[src/design/sprbatch_pkg.sv]
// Package for the sprite batcher: field widths, codes and parameter defaults.
// Used by sprite_batch_slot_and_quad_emit; depends on nothing else.
`default_nettype none

package sprbatch_pkg;

   // Default sizes, handed to the top-level parameters.
   localparam int MAX_QUADS_DEF     = 16384;
   localparam int SLOT_CAPACITY_DEF = 32;

   // Configuration register.
   localparam int                CFG_W          = 6;
   localparam logic [CFG_W-1:0]  SLOT_LIMIT_RST = 6'd16;
   localparam logic [CFG_W-1:0]  SLOT_LIMIT_MIN = 6'd2;

   // Fixed field widths.
   localparam int KIND_W   = 2;
   localparam int TEX_W    = 16;
   localparam int COORD_W  = 32;
   localparam int SLOTF_W  = 5;
   localparam int CORNER_W = 2;
   localparam int ICNT_W   = 17;
   localparam int DRAW_W   = 32;
   localparam int REQ_W    = 304;
   localparam int RSP_W    = 160;

   // Wide sum of one coordinate: 2*c3 +- c0 +- c1 + 1 fits in 34 bits signed; SUM_W keeps 35.
   localparam int SUM_W = COORD_W + 3;

   // Input kinds.
   localparam logic [KIND_W-1:0] KIND_SPRITE = 2'd0;
   localparam logic [KIND_W-1:0] KIND_BEGIN  = 2'd1;
   localparam logic [KIND_W-1:0] KIND_END    = 2'd2;

   // Result types.
   localparam logic RT_VERTEX = 1'b0;
   localparam logic RT_FLUSH  = 1'b1;

   // Saturated slot count on a flush record.
   localparam logic [SLOTF_W-1:0] SLOTF_MAX = 5'd31;

endpackage

`default_nettype wire

[src/design/sprite_batch_slot_and_quad_emit.sv]
// Sprite batcher: a begin word opens a batch and clears the draw counter, a sprite word
// binds its texture to a sampler slot (searching the bound slots in turn, S_RD then S_CMP
// for each) and emits four transformed quad corners, an end word emits a draw record for a
// non-empty batch. One word is taken at a time. A sprite that misses in every bound slot
// binds a new one; running out of slots first flushes the batch, and a sprite that meets a
// full batch flushes and binds with no search. The single read port of the slot table sets
// the search time and one shared coordinate adder, giving one of x, y, z per cycle, sets the
// vertex time. Output stalls lengthen flushes and vertex pushes. Slot table entries need no
// clearing after reset: only slots bound in the current batch are ever searched.
// Depends on sprbatch_pkg.
`default_nettype none

module sprite_batch_slot_and_quad_emit #(
   parameter int MAX_QUADS     = sprbatch_pkg::MAX_QUADS_DEF,
   parameter int SLOT_CAPACITY = sprbatch_pkg::SLOT_CAPACITY_DEF
) (
   input  wire                             clock,
   input  wire                             reset,
   // Input words.
   input  wire                             req_tvalid,
   output logic                            req_tready,
   // tdata: texture_id[15:0], m_r0_c0, m_r0_c1, m_r0_c3, m_r1_c0, m_r1_c1, m_r1_c3,
   // m_r2_c0, m_r2_c1, m_r2_c3 (32 bits each, from bit 16 up)
   input  wire  [sprbatch_pkg::REQ_W-1:0]  req_tdata,
   // tuser: kind[1:0]
   input  wire  [sprbatch_pkg::KIND_W-1:0] req_tuser,
   // Result words.
   output logic                            rsp_tvalid,
   input  wire                             rsp_tready,
   // tdata: pos_x[31:0], pos_y[63:32], pos_z[95:64], tex_u[96], tex_v[97],
   // slot[102:98], corner[104:103], index_count[121:105], draw_number[153:122], zeros
   output logic [sprbatch_pkg::RSP_W-1:0]  rsp_tdata,
   // tuser: result_type[0]
   output logic                            rsp_tuser,
   output logic                            rsp_tlast,
   // Configuration: slot_limit.
   input  wire                             csr_valid,
   output logic                            csr_ready,
   input  wire  [sprbatch_pkg::CFG_W-1:0]  csr_data
);

   localparam int QW     = $clog2(MAX_QUADS + 1);
   localparam int SLOT_W = $clog2(SLOT_CAPACITY);
   localparam int NS_W   = $clog2(SLOT_CAPACITY + 1);
   localparam int CW     = sprbatch_pkg::COORD_W;
   localparam int SW     = sprbatch_pkg::SUM_W;

   typedef enum logic [2:0] {
      S_IDLE, S_FLUSH, S_RD, S_CMP, S_NEW, S_CALC, S_PUSH
   } state_type;

   state_type                           state_ff;
   logic [sprbatch_pkg::CFG_W-1:0]      slot_limit_ff;
   logic [NS_W-1:0]                     next_slot_ff;
   logic [QW-1:0]                       quads_ff;
   logic [sprbatch_pkg::DRAW_W-1:0]     draw_calls_ff;
   logic                                fl_end_ff;
   logic [SLOT_W-1:0]                   scan_ff;
   logic [SLOT_W-1:0]                   found_ff;
   logic [1:0]                          corner_ff;
   logic [1:0]                          row_ff;
   logic [sprbatch_pkg::TEX_W-1:0]      tex_ff;
   logic signed [CW-1:0]                m_ff [9];
   logic signed [CW-1:0]                pos_ff [3];

   logic                                rsp_tvalid_ff;
   logic [sprbatch_pkg::RSP_W-1:0]      rsp_tdata_ff;
   logic                                rsp_tuser_ff;
   logic                                rsp_tlast_ff;

   // Slot table memory.
   logic [sprbatch_pkg::TEX_W-1:0]      slot_mem [SLOT_CAPACITY];
   logic [sprbatch_pkg::TEX_W-1:0]      mem_q_ff;
   logic                                mem_we;

   logic                                out_free;
   logic                                rsp_load;
   logic [sprbatch_pkg::CFG_W-1:0]      limit_eff;
   logic                                slots_full;
   logic [NS_W-1:0]                     scan_next;
   logic signed [CW-1:0]                op0;
   logic signed [CW-1:0]                op1;
   logic signed [CW-1:0]                op3;
   logic signed [SW-1:0]                sum_in;
   logic signed [SW-2:0]                half_in;
   logic signed [CW-1:0]                coord_in;
   logic                                pos_sx;
   logic                                pos_sy;
   logic [sprbatch_pkg::ICNT_W-1:0]     q17;
   logic [sprbatch_pkg::ICNT_W-1:0]     icnt_in;
   logic [sprbatch_pkg::DRAW_W-1:0]     draw_in;
   logic [5:0]                          ns6;
   logic [sprbatch_pkg::SLOTF_W-1:0]    fl_slot_in;
   logic [sprbatch_pkg::RSP_W-1:0]      flush_word;
   logic [sprbatch_pkg::RSP_W-1:0]      vert_word;
   logic                                tex_u_in;
   logic                                tex_v_in;

   assign out_free   = !rsp_tvalid_ff || rsp_tready;
   assign req_tready = (state_ff == S_IDLE);
   assign csr_ready  = 1'b1;
   assign rsp_tvalid = rsp_tvalid_ff;
   assign rsp_tdata  = rsp_tdata_ff;
   assign rsp_tuser  = rsp_tuser_ff;
   assign rsp_tlast  = rsp_tlast_ff;

   // A new result word is loaded by a non-empty flush or a vertex push.
   assign rsp_load = out_free &&
                     ((state_ff == S_FLUSH && quads_ff != '0) || state_ff == S_PUSH);

   // Effective slot limit, clamped into the legal range.
   always_comb begin
      if (slot_limit_ff < sprbatch_pkg::SLOT_LIMIT_MIN) begin
         limit_eff = sprbatch_pkg::SLOT_LIMIT_MIN;
      end else if (slot_limit_ff > sprbatch_pkg::CFG_W'(SLOT_CAPACITY)) begin
         limit_eff = sprbatch_pkg::CFG_W'(SLOT_CAPACITY);
      end else begin
         limit_eff = slot_limit_ff;
      end
   end

   assign ns6        = 6'(next_slot_ff);
   assign slots_full = (ns6 >= limit_eff);
   assign scan_next  = NS_W'(scan_ff) + NS_W'(1);

   // Shared coordinate unit: one row of the transform per cycle.
   always_comb begin
      unique case (row_ff)
         2'd0: begin
            op0 = m_ff[0];
            op1 = m_ff[1];
            op3 = m_ff[2];
         end
         2'd1: begin
            op0 = m_ff[3];
            op1 = m_ff[4];
            op3 = m_ff[5];
         end
         default: begin
            op0 = m_ff[6];
            op1 = m_ff[7];
            op3 = m_ff[8];
         end
      endcase
   end

   assign pos_sx = (corner_ff == 2'd1) || (corner_ff == 2'd2);
   assign pos_sy = (corner_ff == 2'd2) || (corner_ff == 2'd3);

   // Sum at double scale plus one, then an arithmetic halving rounds ties upward.
   always_comb begin
      sum_in = (SW'(op3) <<< 1)
             + (pos_sx ? SW'(op0) : -SW'(op0))
             + (pos_sy ? SW'(op1) : -SW'(op1))
             + SW'(1);
      half_in = sum_in[SW-1:1];
      if (half_in[SW-2:CW-1] == '0 || half_in[SW-2:CW-1] == '1) begin
         coord_in = half_in[CW-1:0];
      end else if (half_in[SW-2]) begin
         coord_in = {1'b1, {(CW-1){1'b0}}};
      end else begin
         coord_in = {1'b0, {(CW-1){1'b1}}};
      end
   end

   // Draw record fields.
   assign q17        = sprbatch_pkg::ICNT_W'(quads_ff);
   assign icnt_in    = (q17 << 2) + (q17 << 1);
   assign draw_in    = draw_calls_ff + sprbatch_pkg::DRAW_W'(1);
   assign fl_slot_in = (ns6 > 6'(sprbatch_pkg::SLOTF_MAX)) ? sprbatch_pkg::SLOTF_MAX
                                                          : ns6[sprbatch_pkg::SLOTF_W-1:0];
   assign flush_word = {6'd0, draw_in, icnt_in, 2'd0, fl_slot_in, 2'b00, 96'd0};

   assign tex_u_in  = pos_sx;
   assign tex_v_in  = pos_sy;
   assign vert_word = {6'd0, 32'd0, 17'd0, corner_ff,
                       sprbatch_pkg::SLOTF_W'(found_ff), tex_v_in, tex_u_in,
                       pos_ff[2], pos_ff[1], pos_ff[0]};

   assign mem_we = (state_ff == S_NEW) && !slots_full;

   always_ff @(posedge clock) begin
      if (mem_we) begin
         slot_mem[next_slot_ff[SLOT_W-1:0]] <= tex_ff;
      end
      mem_q_ff <= slot_mem[scan_ff];
   end

   always_ff @(posedge clock) begin
      if (reset) begin
         state_ff      <= S_IDLE;
         slot_limit_ff <= sprbatch_pkg::SLOT_LIMIT_RST;
         next_slot_ff  <= NS_W'(1);
         quads_ff      <= '0;
         draw_calls_ff <= '0;
         rsp_tvalid_ff <= 1'b0;
         fl_end_ff     <= 1'b0;
         scan_ff       <= SLOT_W'(1);
         found_ff      <= '0;
         corner_ff     <= '0;
         row_ff        <= '0;
      end else begin
         if (csr_valid) begin
            slot_limit_ff <= csr_data;
         end
         if (rsp_load) begin
            rsp_tvalid_ff <= 1'b1;
         end else if (rsp_tvalid_ff && rsp_tready) begin
            rsp_tvalid_ff <= 1'b0;
         end
         unique case (state_ff)
            S_IDLE: begin
               if (req_tvalid) begin
                  tex_ff    <= req_tdata[sprbatch_pkg::TEX_W-1:0];
                  for (int i = 0; i < 9; i++) begin
                     m_ff[i] <= req_tdata[sprbatch_pkg::TEX_W + CW*i +: CW];
                  end
                  scan_ff   <= SLOT_W'(1);
                  corner_ff <= '0;
                  row_ff    <= '0;
                  priority case (req_tuser)
                     sprbatch_pkg::KIND_SPRITE: begin
                        fl_end_ff <= 1'b0;
                        if (quads_ff >= QW'(MAX_QUADS)) begin
                           state_ff <= S_FLUSH;
                        end else if (next_slot_ff == NS_W'(1)) begin
                           state_ff <= S_NEW;
                        end else begin
                           state_ff <= S_RD;
                        end
                     end
                     sprbatch_pkg::KIND_BEGIN: begin
                        quads_ff      <= '0;
                        next_slot_ff  <= NS_W'(1);
                        draw_calls_ff <= '0;
                     end
                     sprbatch_pkg::KIND_END: begin
                        fl_end_ff <= 1'b1;
                        if (quads_ff != '0) begin
                           state_ff <= S_FLUSH;
                        end
                     end
                     default: begin
                     end
                  endcase
               end
            end
            S_FLUSH: begin
               // An empty batch emits nothing; a sprite flush always restarts the batch.
               if (quads_ff == '0 || out_free) begin
                  if (quads_ff != '0) begin
                     rsp_tdata_ff  <= flush_word;
                     rsp_tuser_ff  <= sprbatch_pkg::RT_FLUSH;
                     rsp_tlast_ff  <= fl_end_ff;
                     draw_calls_ff <= draw_in;
                  end
                  if (fl_end_ff) begin
                     state_ff <= S_IDLE;
                  end else begin
                     quads_ff     <= '0;
                     next_slot_ff <= NS_W'(1);
                     state_ff     <= S_NEW;
                  end
               end
            end
            S_RD: begin
               state_ff <= S_CMP;
            end
            S_CMP: begin
               if (mem_q_ff == tex_ff) begin
                  found_ff <= scan_ff;
                  state_ff <= S_CALC;
               end else if (scan_next >= next_slot_ff) begin
                  state_ff <= S_NEW;
               end else begin
                  scan_ff  <= scan_next[SLOT_W-1:0];
                  state_ff <= S_RD;
               end
            end
            S_NEW: begin
               if (slots_full) begin
                  state_ff <= S_FLUSH;
               end else begin
                  found_ff     <= next_slot_ff[SLOT_W-1:0];
                  next_slot_ff <= next_slot_ff + NS_W'(1);
                  state_ff     <= S_CALC;
               end
            end
            S_CALC: begin
               pos_ff[row_ff] <= coord_in;
               if (row_ff == 2'd2) begin
                  row_ff   <= '0;
                  state_ff <= S_PUSH;
               end else begin
                  row_ff <= row_ff + 2'd1;
               end
            end
            S_PUSH: begin
               if (out_free) begin
                  rsp_tdata_ff  <= vert_word;
                  rsp_tuser_ff  <= sprbatch_pkg::RT_VERTEX;
                  rsp_tlast_ff  <= (corner_ff == 2'd3);
                  if (corner_ff == 2'd3) begin
                     quads_ff <= quads_ff + QW'(1);
                     state_ff <= S_IDLE;
                  end else begin
                     corner_ff <= corner_ff + 2'd1;
                     state_ff  <= S_CALC;
                  end
               end
            end
            default: begin
               state_ff <= S_IDLE;
            end
         endcase
      end
   end

   // The bound-slot pointer never leaves its legal range.
   a_next_slot_range: assert property (@(posedge clock) disable iff (reset)
      next_slot_ff >= NS_W'(1) && next_slot_ff <= NS_W'(SLOT_CAPACITY))
      else $error("next slot pointer out of range");

   // The batch never holds more quads than its capacity.
   a_quads_range: assert property (@(posedge clock) disable iff (reset)
      quads_ff <= QW'(MAX_QUADS))
      else $error("quad count beyond capacity");

   // A draw record always describes a non-empty batch.
   a_flush_nonempty: assert property (@(posedge clock) disable iff (reset)
      rsp_tvalid_ff && rsp_tuser_ff == sprbatch_pkg::RT_FLUSH |->
         rsp_tdata_ff[121:105] != '0)
      else $error("draw record for an empty batch");

   // The final vertex of a sprite is always corner three.
   a_last_corner: assert property (@(posedge clock) disable iff (reset)
      rsp_tvalid_ff && rsp_tuser_ff == sprbatch_pkg::RT_VERTEX && rsp_tlast_ff |->
         rsp_tdata_ff[104:103] == 2'd3)
      else $error("sprite ended on a corner other than three");

   // A finished sprite adds exactly one quad to the batch.
   a_quad_count: assert property (@(posedge clock) disable iff (reset)
      state_ff == S_PUSH && out_free && corner_ff == 2'd3 |=>
         quads_ff == $past(quads_ff) + QW'(1))
      else $error("quad count not advanced after a sprite");

endmodule

`default_nettype wire

[config.mk]
export PLATFORM = sky130hd
export DESIGN_NAME = sprite_batch_slot_and_quad_emit
export DESIGN_NICKNAME = d
export VERILOG_FILES = /design/src/design/sprbatch_pkg.sv /design/src/design/sprite_batch_slot_and_quad_emit.sv
export SDC_FILE = /design/constraint.sdc
export NUM_CORES = 1
export LEC_CHECK = 0
export BUFFER_PORTS_ARGS = -buffer_cell sky130_fd_sc_hd__buf_2
export CAP_MARGIN = 20
export CORE_MARGIN = 2
export CORE_UTILIZATION = 56
export CTS_CLUSTER_DIAMETER = 100
export DETAILED_ROUTE_END_ITERATION = 8
export GPL_ROUTABILITY_DRIVEN = 0
export GPL_TIMING_DRIVEN = 0
export PLACE_DENSITY = 0.73
export SLEW_MARGIN = 0
export SYNTH_ARGS = -nofsm -noshare
export SYNTH_HDL_FRONTEND = slang
export SYNTH_SLANG_ARGS = --single-unit
[constraint.sdc]
create_clock -name clock -period 20.4 [get_ports clock]
set_input_delay 4.08 -clock clock [delete_from_list [all_inputs] [get_ports clock]]
set_output_delay 4.08 -clock clock [all_outputs]
set_load 0.1 [all_outputs]
; ---- Word-level counts from Yosys, hierarchy flattened
; Memories as Yosys holds them, arrays and structs flattened. A register that Yosys moved wholly into a read port is not among the register bits.
; Cells that the tools add are included.
; W data, S select, Z words.
[word_totals]
output_inout_bits = 165
regBits = 256
elab_cells = 186
input_bits = 317
ram_bits = 896
mem_count = 3
[op_classes]
n_eq_ne = 31
bitwise = 1
n_lt_le_gt_ge = 6
reduce_logical = 39
add_sub_neg = 12
mux = 79
[mem_list]
columns = memory, words, width, read_ports, rd_clocked_by_memory_dff, write_ports, line
row1 = slot_mem, 32, 16, 1, 1, 1, sprite_batch_slot_and_quad_emit.sv:72  ; logic [sprbatch_pkg::TEX_W-1:0] slot_mem [SLOT_CAPACITY];
row2 = m_ff, 9, 32, 9, 0, 9, sprite_batch_slot_and_quad_emit.sv:63  ; logic signed [CW-1:0] m_ff [9];
row3 = pos_ff, 3, 32, 3, 0, 1, sprite_batch_slot_and_quad_emit.sv:64  ; logic signed [CW-1:0] pos_ff [3];
[op_table]
columns = op, n
row1 = $mux W160, 3
row2 = $pmux W160 S2, 1
row3 = $pmux W32 S2, 4
row4 = $mux W32, 6
row5 = $mux W15, 6
row6 = $mux W35, 2
row7 = $neg A32 Y35, 2
row8 = $pmux W15 S3, 1
row9 = $mux W6, 7
row10 = $mux W3, 12
row11 = $add A33 B35 Y35, 1
row12 = $add A35 B2 Y35 const B, 1
row13 = $add A35 B35 Y35, 1
row14 = $add A32 B1 Y32 const B, 1
row15 = $mux W5, 6
row16 = $pmux W3 S7, 1
row17 = $pmux W5 S2, 2
row18 = $ne A2 B2 Y1 const B, 9
row19 = $pmux W6 S3, 1
row20 = $add A17 B16 Y17, 1
row21 = $mux W1, 17
row22 = $eq A16 B16 Y1, 1
row23 = $reduce_bool A2 Y1, 8
row24 = $add A15 B1 Y15 const B, 1
row25 = 36 further kinds, 73

; ---- Longest topological paths before layout
[depth]
word_depth = 10
ltp_mapped = 28

; ---- Worst setup path after synthesis
; Ideal clock, no wire load.
[synth_timing]
kind = input -> register
from = in reset
to = mem m_ff[0][0] in the netlist's numbering (enable)
arrival_ns = 16.375
required_time_ns = 19.461
path_stages = 3
path_slack_ns = 3.086
n_path_buf = 2
path_cell_list = clkbuf_1 > clkbuf_1 > nor2_1
[synth_rtl]
columns = element, line
row1 = start: declaration, sprite_batch_slot_and_quad_emit.sv:18  ; input wire reset,
row2 = end: declaration, sprite_batch_slot_and_quad_emit.sv:63

; ---- Final worst setup path
[layout_timing]
from = reg row_ff[1]
to = mem pos_ff[2][20] in the netlist's numbering, data pin
[layout_via]
elab_chain_cells = 10
elab_cells_between_ends = 17
[layout_lines]
columns = element, line
row1 = start: declaration, sprite_batch_slot_and_quad_emit.sv:61  ; logic [1:0] row_ff;
row2 = start signal: assignment, sprite_batch_slot_and_quad_emit.sv:295  ; row_ff <= row_ff + 2'd1;
row3 = $eq A2 B1 Y1 / $logic_not A2 Y1 (equally long branches), sprite_batch_slot_and_quad_emit.sv:128  ; unique case (row_ff)
row4 = $pmux W32 S2, sprite_batch_slot_and_quad_emit.sv:128
row5 = $neg A32 Y35, sprite_batch_slot_and_quad_emit.sv:153  ; + (pos_sx ? SW'(op0) : -SW'(op0))
row6 = $mux W35, sprite_batch_slot_and_quad_emit.sv:153
row7 = $add A33 B35 Y35, sprite_batch_slot_and_quad_emit.sv:153
row8 = $add A35 B35 Y35 (*), sprite_batch_slot_and_quad_emit.sv:154  ; + (pos_sy ? SW'(op1) : -SW'(op1))
row9 = $add A35 B2 Y35 (*), sprite_batch_slot_and_quad_emit.sv:155  ; + SW'(1);
row10 = $eq A3 B3 Y1 / $logic_not A3 Y1 (equally long branches), sprite_batch_slot_and_quad_emit.sv:157  ; if (half_in[SW-2:CW-1] == '0 || half_in[SW-2:CW-1] == '1) begin
row11 = $logic_or A1 B1 Y1, sprite_batch_slot_and_quad_emit.sv:157
row12 = $mux W32 (*), sprite_batch_slot_and_quad_emit.sv:157
row13 = named net coord_in[20], sprite_batch_slot_and_quad_emit.sv:86  ; logic signed [CW-1:0] coord_in;
row14 = end: declaration, sprite_batch_slot_and_quad_emit.sv:64
; The timed path passes the listed nets; every way through them passes the cells marked *.

==> results.sh <==
export IMPL_synth_edff_count=1067
export IMPL_die_height_um=300.1
export IMPL_clockBufferDepth=3
export IMPL_fp_dieW_um=300.1
export IMPL_cts_made_buffers=111
export IMPL_timing_final_crit_share=0.3887
export IMPL_viasPerCell=5.763
export IMPL_end_kind="flip-flop"
export IMPL_vias=28930
export IMPL_rows=108
export IMPL_final_cell_mix="edfxtp_1 (1,067), buf_2 (480), nor2_1 (224)"
export IMPL_synth_cell_type_count=89
export IMPL_ys_async_sr_fraction=0
export IMPL_holdWs_ns=0.4997
export IMPL_seq_area_frac_synth=0.6911
export IMPL_drt_iter0_markers=3030
export IMPL_slowest_stage="o21ai_1"
export IMPL_setup_violations=0
export IMPL_ys_seq_elements=1161
export IMPL_clock_latency_ns=0.69
export IMPL_route_antenna_remaining_nets=0
export IMPL_wire_per_inst_um=24.62
export IMPL_die_area_um2=90040
export IMPL_total_power_uw=5341
export IMPL_hold_buffers=0
export IMPL_finalHoldViolCount=0
export IMPL_layout_commonest_cell="edfxtp_1"
export IMPL_track_usage=0.2736
export IMPL_netlist_instances=3100
export IMPL_num_io_pins=482
export IMPL_p_leak_uw=0.02091
export IMPL_fp_coreArea_um2=86750
export IMPL_cts_setup_buffers=0
export IMPL_place_hpwl_mm=90.52
export IMPL_start_kind="flip-flop"
export IMPL_final_area_um2=57790
export IMPL_finClkSkew_ns=0.02636
export IMPL_yosysWarnings=0
export IMPL_cts_htree_levels=3
export IMPL_grt_pass1_wl_mm=179.9
export IMPL_cts_resized=0
export IMPL_fmax_mhz=126.1
export IMPL_vdd_drop_max_mv=0.1202
export IMPL_rsz0062_at_grt="false"
export IMPL_syn_cell_area_um2=49090
export IMPL_cp_max_fo=10
export IMPL_cts_tree="done"
export IMPL_p_sw_uw=1276
export IMPL_hold_class="flip-flop to flip-flop"
export IMPL_internal_power_uw=4065
export IMPL_cp_data_required_time_ns=20.79
export IMPL_drt_first_pass_iters=7
export IMPL_final_nets=4189
export IMPL_period_needed_ns=7.929
export IMPL_placedCellCount=4793
export IMPL_overflow=0
export IMPL_status="finished, final reports clean"
export IMPL_cellPowerDensity_nw_per_um2=92.43
export IMPL_worst_path_buf_inv=5
export IMPL_p_seq_frac=0.511
export IMPL_drv_cap=0
export IMPL_slew_viol_final=0
export IMPL_setup_tns_ns=0
export IMPL_switching_share=0.2389
export IMPL_cp_top_family="compound AO/OA/AOI/OAI gates"
export IMPL_ys_flop_type="edfxtp_1"
export IMPL_io_buffers=471
export IMPL_grt_pass1_vias=28710
export IMPL_start_util=0.5658
export IMPL_totalWireLength_mm=123.6
export IMPL_placed_cell_area_um2=53940
export IMPL_grt_antenna_before_repair=10
export IMPL_finalNonFillerCells=5020
export IMPL_slowest_delay_ns=0.55
export IMPL_cts_root_buf="clkbuf_16"
export IMPL_syn_mean_instance_area_um2=15.83
export IMPL_crit_arrival_ns=8.32
export IMPL_drive_gt1_frac=0.2563
export IMPL_max_slew_worst_pin_slew_ns=1.126
export IMPL_clk_pin_slew_ns=0.06
export IMPL_drc=0
export IMPL_clkPwrFrac=0.380
export IMPL_grt_max_degree=37
export IMPL_syn2layout_area_growth_pct=17.73
export IMPL_crit_type="flip-flop to flip-flop"
export IMPL_clock_sinks=1161
export IMPL_comb_power_share=0.108
export IMPL_max_slew_margin=0.2451
==> per-layer routing <==
| layer | up-vias | part of all wire | track usage |
|---|---|---|---|
| met2 | 1270 | 0.50 | 0.4665 |
| met3 | 243 | 0.071 | 0.04256 |
| met5 | - | 0.000097 | 0 |
| li1 | 13150 | - | - |
| met1 | 14260 | 0.38 | 0.3479 |
| met4 | 2 | 0.047 | 0.1256 |
==> through the flow <==
step	setup slack [ns]	utilization
global route	12.10	0.6660
floorplan	3.086	-
finish	12.47	0.6661
detailed placement	12.54	0.6218
CTS	12.50	0.6635
global placement	-1.388	0.6099
==> power groups by stage <==
| stage | Sequential [uW] | Clock, uW | Combinational, uW |
|---|---|---|---|
| after floorplan | 2800 | 0 | 334 |
| after global placement | 2820 | 0 | 526 |
| after detailed placement | 2790 | 0 | 562 |
| after CTS | 2740 | 2060 | 564 |
| after global routing | 2730 | 2150 | 623 |
| final | 2730 | 2030 | 578 |
==> kinds of logic (layout without fill, tap and decap cells) <==
kind of cell    Yosys count  in the layout  share of synthesized area
xor+xnor                167            167                    0.02980
mux                     310            310                     0.1062
buf+inv                 204            953                    0.01817
fa+ha+maj               111            111                    0.03365
other cells               2             18                  0.0001530
simple gates            768            768                    0.07527
flops                  1161           1161                     0.6911
compound gates          377            377                    0.04573
==> final timing paths <==
kind,from,endpoint,slack (ns),cells after the start
worst min register to register,found_ff[2]$_SDFFE_PP0P_,found_ff[2]$_SDFFE_PP0P_,0.50,2
worst min-delay path,found_ff[2]$_SDFFE_PP0P_,found_ff[2]$_SDFFE_PP0P_,0.50,2
worst max-delay path,row_ff[1]$_SDFFE_PP0P_,pos_ff[2][20]$_DFFE_PP_,12.47,25
worst max register to register,row_ff[1]$_SDFFE_PP0P_,pos_ff[2][20]$_DFFE_PP_,12.47,25
==> synth_stat cells (6+ instances only) <==
cell type,n,area share
fa_1,35,0.014
o21ai_0,118,0.012
a31oi_1,18,0.0023
nand2b_1,18,0.0023
nand3_1,44,0.0045
mux2i_1,106,0.022
ha_1,76,0.019
a211oi_1,6,0.00092
o21ai_1,32,0.0033
nand2_1,204,0.016
and4_1,8,0.0014
a22oi_1,17,0.0026
a21o_1,31,0.0047
nor2b_1,21,0.0027
clkbuf_1,103,0.0079
and2_1,18,0.0023
a21oi_1,103,0.011
dfxtp_1,94,0.038
and3_1,123,0.016
mux2_1,6,0.0014
xor2_1,60,0.011
nor2_1,247,0.019
xnor2_1,107,0.019
mux4_2,160,0.073
buf_4,11,0.0017
buf_1,22,0.0017
edfxtp_1,1067,0.65
or2_2,7,0.00089
mux2_2,27,0.0062
buf_6,8,0.0018
inv_1,46,0.0035
nor3_1,27,0.0028
nand4_1,16,0.0020
buf_2,9,0.00092
o21a_1,8,0.0012
==> final cells by class <==
class / count / area (um^2)
Sequential cell: 1161 / 33920
Fill cell: 6023 / 28970
Multi-Input combinational cell: 1741 / 14380
Timing Repair Buffer: 542 / 3503
Clock buffer: 136 / 2933
Tap cell: 1155 / 1445
Buffer: 154 / 701.9
Clock inverter: 71 / 686.9
Inverter: 50 / 190.2
Antenna cell: 10 / 25.02
==> worst min-delay path: stages (launching register included) <==
cell and delay (ns):
dfxtp_1 0.33, a21oi_1 0.07, nor2_1 0.07
==> sequential cells by signal (all words and copies together) (netlist names) <==
| signal | cells |
|---|---|
| slot_mem | 512 |
| mem_q_ff | 16 |
| scan_ff | 5 |
| draw_calls_ff | 32 |
| state_ff | 3 |
| rsp_tlast | 1 |
| found_ff | 5 |
| rsp_tvalid | 1 |
| slot_limit_ff | 6 |
| quads_ff | 15 |
| corner_ff | 2 |
| fl_end_ff | 1 |
| next_slot_ff | 6 |
| pos_ff | 96 |
| rsp_tdata | 153 |
| m_ff | 288 |
| rsp_tuser | 1 |
| tex_ff | 16 |
| row_ff | 2 |
Note: power is estimated with default switching activity, not from simulation.
